`config.mk`:
```
export PLATFORM = sky130hd
export DESIGN_NAME = htsd_pend_stack
export DESIGN_NICKNAME = d
export VERILOG_FILES = /design/src/rtl/core/htsd_pkg.sv /design/src/rtl/core/htsd_ram.sv /design/src/rtl/core/htsd_pend_stack.sv
export SDC_FILE = /design/constraint.sdc
export NUM_CORES = 2
export LEC_CHECK = 0
export ABC_AREA = 1
export BUFFER_PORTS_ARGS = -buffer_cell sky130_fd_sc_hd__buf_2
export CAP_MARGIN = 20
export CORE_AREA = 2 2 407 510
export DETAILED_ROUTE_END_ITERATION = 6
export DIE_AREA = 0 0 409 512
export SLEW_MARGIN = 20
export SYNTH_ARGS = -nofsm -noshare
export SYNTH_HDL_FRONTEND = slang
export SYNTH_SLANG_ARGS = --single-unit
```
`constraint.sdc`:
```
create_clock -name clk -period 12.3 [get_ports clk]
set_input_delay 1.845 -clock clk [delete_from_list [all_inputs] [get_ports clk]]
set_output_delay 1.845 -clock clk [all_outputs]
set_load 0.02 [all_outputs]
```
`src/rtl/core/htsd_pkg.sv`:
```
package htsd_pkg;

	localparam int MAX_NODES   = 512;
	localparam int STACK_DEPTH = 256;

	localparam int NODE_W    = $clog2(MAX_NODES);
	localparam int CNT_W     = $clog2(MAX_NODES + 1);
	localparam int STK_IDX_W = $clog2(STACK_DEPTH);
	localparam int LVL_W     = $clog2(STACK_DEPTH + 1);
	localparam int PEND_W    = NODE_W + 1;
	localparam int BYTE_W    = 8;

	localparam logic [BYTE_W-1:0] CH_ONE  = 8'h31;
	localparam logic [BYTE_W-1:0] CH_ZERO = 8'h30;

	localparam logic KIND_SYMBOL = 1'b0;
	localparam logic KIND_ERROR  = 1'b1;

	typedef struct packed {
		logic              leaf;
		logic [BYTE_W-1:0] sym;
		logic [NODE_W-1:0] left;
		logic [NODE_W-1:0] right;
	} node_entry_t;

	typedef struct packed {
		logic              alloc_en;
		logic              alloc_leaf;
		logic [NODE_W-1:0] alloc_node;
		logic              att_en;
		logic              att_right;
		logic [NODE_W-1:0] att_parent;
		logic              sym_en;
		logic [NODE_W-1:0] sym_node;
		logic [BYTE_W-1:0] sym_val;
	} nt_wr_t;

	typedef struct packed {
		logic                   en;
		logic [1:0][NODE_W-1:0] addr;
	} nt_rd_t;

	typedef struct packed {
		logic              clear;
		logic              alloc;
		logic              leaf;
		logic [NODE_W-1:0] node;
	} stk_op_t;

	typedef struct packed {
		logic              full;
		logic              empty;
		logic              att_en;
		logic              att_right;
		logic [NODE_W-1:0] att_parent;
	} stk_st_t;

endpackage

```
`src/rtl/core/htsd_ram.sv`:
```
module htsd_ram #(
	parameter int WIDTH = 8,
	parameter int DEPTH = 256
) (
	input  logic                     clk,
	input  logic                     we,
	input  logic [$clog2(DEPTH)-1:0] waddr,
	input  logic [WIDTH-1:0]         wdata,
	input  logic                     re,
	input  logic [$clog2(DEPTH)-1:0] raddr,
	output logic [WIDTH-1:0]         rdata
);

	logic [WIDTH-1:0] mem [DEPTH];

	// write-first: a read of the entry being written returns the new data
	always_ff @(posedge clk) begin
		if (we) begin
			mem[waddr] <= wdata;
		end
		if (re) begin
			rdata <= (we && (waddr == raddr)) ? wdata : mem[raddr];
		end
	end

endmodule

```
`src/rtl/core/htsd_pend_stack.sv`:
```
module htsd_pend_stack (
	input  logic              clk,
	input  logic              arst_n,
	input  htsd_pkg::stk_op_t op,
	output htsd_pkg::stk_st_t st
);

	logic [htsd_pkg::LVL_W-1:0]  level_q;
	logic [htsd_pkg::LVL_W-1:0]  lvl_eff;
	logic [htsd_pkg::LVL_W-1:0]  lvl_mid;
	logic [htsd_pkg::LVL_W-1:0]  lvl_eff_dec;
	logic [htsd_pkg::LVL_W-1:0]  lvl_mid_dec;
	logic [htsd_pkg::PEND_W-1:0] top_q;
	logic [htsd_pkg::PEND_W-1:0] top_eff;
	logic [htsd_pkg::PEND_W-1:0] top_set;
	logic [htsd_pkg::PEND_W-1:0] top_next;
	logic [htsd_pkg::PEND_W-1:0] rd_data;
	logic                        reload_s1;
	logic                        attaching;
	logic                        popped;
	logic                        push;
	logic                        wr_en;
	logic                        rd_en;

	// top of stack lives in a register, entries below it in memory
	assign top_eff     = reload_s1 ? rd_data : top_q;
	assign top_set     = top_eff | htsd_pkg::PEND_W'(1);
	assign lvl_eff     = op.clear ? '0 : level_q;
	assign attaching   = op.alloc && (lvl_eff != '0);
	assign popped      = attaching && top_eff[0];
	assign push        = op.alloc && !op.leaf;
	assign lvl_mid     = popped ? (lvl_eff - htsd_pkg::LVL_W'(1)) : lvl_eff;
	assign lvl_eff_dec = lvl_eff - htsd_pkg::LVL_W'(1);
	assign lvl_mid_dec = lvl_mid - htsd_pkg::LVL_W'(1);
	assign wr_en       = push && attaching && !popped;
	assign rd_en       = op.alloc && op.leaf && popped && (lvl_mid != '0);

	always_comb begin
		if (push) begin
			top_next = {op.node, 1'b0};
		end else if (attaching && !popped) begin
			top_next = top_set;
		end else begin
			top_next = top_eff;
		end
	end

	htsd_ram #(.WIDTH(htsd_pkg::PEND_W), .DEPTH(htsd_pkg::STACK_DEPTH)) u_ram (
		.clk   (clk),
		.we    (wr_en),
		.waddr (lvl_eff_dec[htsd_pkg::STK_IDX_W-1:0]),
		.wdata (top_set),
		.re    (rd_en),
		.raddr (lvl_mid_dec[htsd_pkg::STK_IDX_W-1:0]),
		.rdata (rd_data)
	);

	always_ff @(posedge clk or negedge arst_n) begin
		if (!arst_n) begin
			level_q   <= '0;
			top_q     <= '0;
			reload_s1 <= 1'b0;
		end else begin
			level_q   <= lvl_mid + htsd_pkg::LVL_W'(push);
			top_q     <= top_next;
			reload_s1 <= rd_en;
		end
	end

	assign st.full       = (lvl_eff == htsd_pkg::LVL_W'(htsd_pkg::STACK_DEPTH));
	assign st.empty      = (level_q == '0);
	assign st.att_en     = attaching;
	assign st.att_right  = top_eff[0];
	assign st.att_parent = top_eff[htsd_pkg::PEND_W-1:1];

	a_level_range: assert property (@(posedge clk) disable iff (!arst_n)
		level_q <= htsd_pkg::LVL_W'(htsd_pkg::STACK_DEPTH))
		else $error("pending stack level beyond depth");

	a_reload_nonempty: assert property (@(posedge clk) disable iff (!arst_n)
		reload_s1 |-> (level_q != '0))
		else $error("stack top reload with empty stack");

	a_push_grows: assert property (@(posedge clk) disable iff (!arst_n)
		(push && !popped) |=> (level_q == $past(lvl_eff) + htsd_pkg::LVL_W'(1)))
		else $error("push did not grow the stack");

endmodule

```
==> impl_metrics.csv <==
group,metric,value,unit
status,outcome,"finished, final reports clean",
drt,vias,66100,
floorplanning,ios,27,
timing,tightest_slew,1.25,ns
floorplanning,rows,186,
grt,grt_usage,0.278,
power,clkPwrFrac,0.216,
drt,routedWlPerCell,25.2,µm
synthesis,yosysMostFrequentCell,"nand2_1",
floorplanning,dieHeight,512,µm
floorplanning,fp.dieW,409,µm
cts,cts.sinks,2333,
drt,first_pass_iters,6,
grt,grt_pass1_wl,429,mm
synthesis,synthArstFlopShare,0.00857,
critical_path,crit_fanout,138,
synthesis,syn-num-nets,9022,
critical_path,critPathTopFamily,"simple AND/OR/NAND/NOR gates",
synthesis,synth_seq_cells,2333,
cts,clock_latency,0.86,ns
grt,globalRouteOverflowTotal,0,
job,max_cap_viol_count,0,
timing,holdWs,0.546,ns
critical_path,crit_chain,"buf_2, nor2_1, inv_1, ha_1, inv_1, nor2_2, nand3_4, nand4_1, nand2_2, buf_4, nand2_2, nand2_8, buf_12, buf_16, nand2_1, nand3_1, nand3_1, nand3_1, nand3_1, nand3_1, nand3_1, nand2_1",
power,powerDensity,284,nW/µm²
drt,initialDrtViolationCount,7947,
synthesis,synthCells,9001,
cts,post-cts-setup-buffer-count,0,
layout,syn_to_final_growth,8.98,%
place,port_buffers,26,
floorplanning,dieArea,209000,µm²
cts,cts_resized,0,
layout,layout-drive-gt1-share,0.0540,
critical_path,end_kind,"flop",
synthesis,ys_seq_area_frac,0.717,
cts,numCtsBuffers,218,
place,hpwl,167,mm
cts,clk_path_buf_depth,3,
drt,vias_per_cell,5.63,
layout,final_core_util,0.520,
floorplanning,initial_core_util,0.477,
timing,slew_headroom,0.168,
grt,grt_antenna_before_repair,15,
critical_path,slowest_stage,"nand2_8",
worst_hold_path,hold_class,"flop to flop",
floorplanning,coreArea,205000,µm²
drt,drc,0,
cts,cts_tree,"done",
synthesis,synth_area_leaders,"edfxtp_1 (71%), nand2_1 (17%), nand3_1 (5.4%)",
layout,final_nets,8846,
power,p_leak,40.3,nW
cts,hold_buffers,0,
cts,h-tree-depth,4,
synthesis,synth_top_cell_area_share,0.711,
critical_path,worstPathRequired,13.02,ns
timing,finalSetupViolCount,0,
timing,drv_slew,0,
grt,grt_pass1_vias,62500,
critical_path,max_stage_delay,0.70,ns
critical_path,crit_buf_inv,6,
grt,grt_max_degree,186,
synthesis,syn_area,97600,µm²
power,netSwitchingPower,13.7,mW
cts,clkTransAtPathRegs,0.06,ns
timing,fmax,134,MHz
synthesis,synth_edf_count,2313,
synthesis,yosysWarnings,0,
synthesis,synth_top_area_cell,"edfxtp_1",
synthesis,synth_common_cells,"nand2_1 (4526), edfxtp_1 (2313), nand3_1 (1054)",
power,intPower,16.5,mW
critical_path,worstSetupPathType,"input pin to flop",
timing,rsz0062_at_grt,"no",
timing,finalCritPeriodShare,0.605,
place,gp_congestion,0.897,
place,place_area,99600,µm²
layout,nFillCells,17800,
timing,setup_ws,4.86,ns
critical_path,critPathArrivalTime,8.16,ns
drt,drt_wl_total,296,mm
timing,setup_tns,0,ns
place,post-place-ws,3.98,ns
drt,ant_nets,0,
critical_path,cp_common_cell,"nand3_1",
power,swShare,0.453,
timing,fin_crit,7.44,ns
cts,cts_root_buffer,"clkbuf_16",
layout,final_area,106000,µm²
power,combPwrFrac,0.448,
power,seqPwrFrac,0.336,
timing,clock_skew,0.0358,ns
synthesis,yosys_most_used_dff,"edfxtp_1",
critical_path,start_kind,"input pin",
synthesis,ys_types,35,
power,vdd_drop_max,0.407,mV
timing,finalHoldViolations,0,
synthesis,avgSynthCellArea,10.8,µm²
[layout by cell type, fill, tap and decap left out, drive strengths merged]
| cell | Yosys | layout |
|---|---|---|
| buf | 440 | 130 |
| clkinv | 1 | 85 |
| or4 | 1 | 1 |
| o21ai | 22 | 22 |
| a31oi | 10 | 10 |
| clkinvlp | 0 | 4 |
| bufinv | 0 | 13 |
| nor2 | 336 | 336 |
| nor3 | 4 | 4 |
| dfrtp | 20 | 20 |
| ha | 7 | 7 |
| edfxtp | 2313 | 2313 |
| or2 | 3 | 3 |
| xor2 | 11 | 11 |
| nand2 | 4547 | 4547 |
| clkbuf | 86 | 291 |
| xnor2 | 3 | 3 |
| inv | 60 | 64 |
| nor4 | 1 | 1 |
| nand4 | 75 | 75 |
| diode | 0 | 7 |
| a21oi | 3 | 3 |
| nand3 | 1058 | 1058 |
[metrics by stage]
step	total power [mW]	std cells
after detailed placement	23.7	11300
after CTS	30.2	11700
after global routing	31.4	11700
final	30.3	11700
after global placement	23.7	11300
after floorplan	18.7	9001
[path summary, 6_finish.rpt]
check | endpoint | cells past startpoint | startpoint | slack [ns]
worst max-delay path | u_ram.rdata[8] | 22 | op[11] | 4.86
worst max register to register | u_ram.rdata[8] | 22 | level_q[0] | 5.61
worst min register to register | top_q[0] | 2 | top_q[0] | 0.55
worst min-delay path | top_q[0] | 2 | top_q[0] | 0.55
max in group asynchronous | top_q[7] | 1 | arst_n | 10.93
min in group asynchronous | top_q[0] | 1 | arst_n | 0.97
[power groups by stage]
stage,clock network (mW),registers [mW],logic (mW)
floorplan,0,10.8,7.93
global placement,0,10.3,13.3
detailed placement,0,10.3,13.4
CTS,6.59,10.2,13.4
global route,6.85,10.2,14.4
finish,6.53,10.2,13.6
[worst min-delay path: cells and delay by family, from the launching register on]
kind                   cells  cell delay, ns
buffers and inverters      1            0.06
AO/OA/AOI/OAI              1            0.07
flip-flops                 1            0.36
[final cells by class]
class                      instances  area (µm²)  share of cell area
inverter                          61         236             0.00222
sequential                      2333       70000               0.658
multi-input combinational       6081       25000               0.235
clock inverter                   105         858             0.00807
antenna                            7        17.5            0.000165
tap                             2726        3410              0.0321
timing repair buffer             130        1060             0.00993
clock buffer                     291        5880              0.0553
[registers in the layout, summed over array words and instances, names as in the netlist]
register	cells
reload_s1	1
u_ram.rdata	9
level_q	9
top_q	10
u_ram.mem	2304
[metal layers]
| metal | vias to the layer above | GRT usage | share of wire |
|---|---|---|---|
| met3 | 649 | 0.0433 | 0.082 |
| met4 | 6 | 0.133 | 0.052 |
| li1 | 30000 | - | - |
| met1 | 32300 | 0.366 | 0.39 |
| met2 | 3137 | 0.452 | 0.48 |
| met5 | - | 0 | 0.00012 |
[kinds of logic after synthesis]
kind of cell | synth area share
AOI/OAI and AO/OA | 0.00204
xor gates and xnor gates | 0.00145
adders and majority gates | 0.000897
buffers and inverters | 0.0302
DFF | 0.717
and+or+nand+nor | 0.249
No activity file was read; power rests on OpenSTA's default activity.
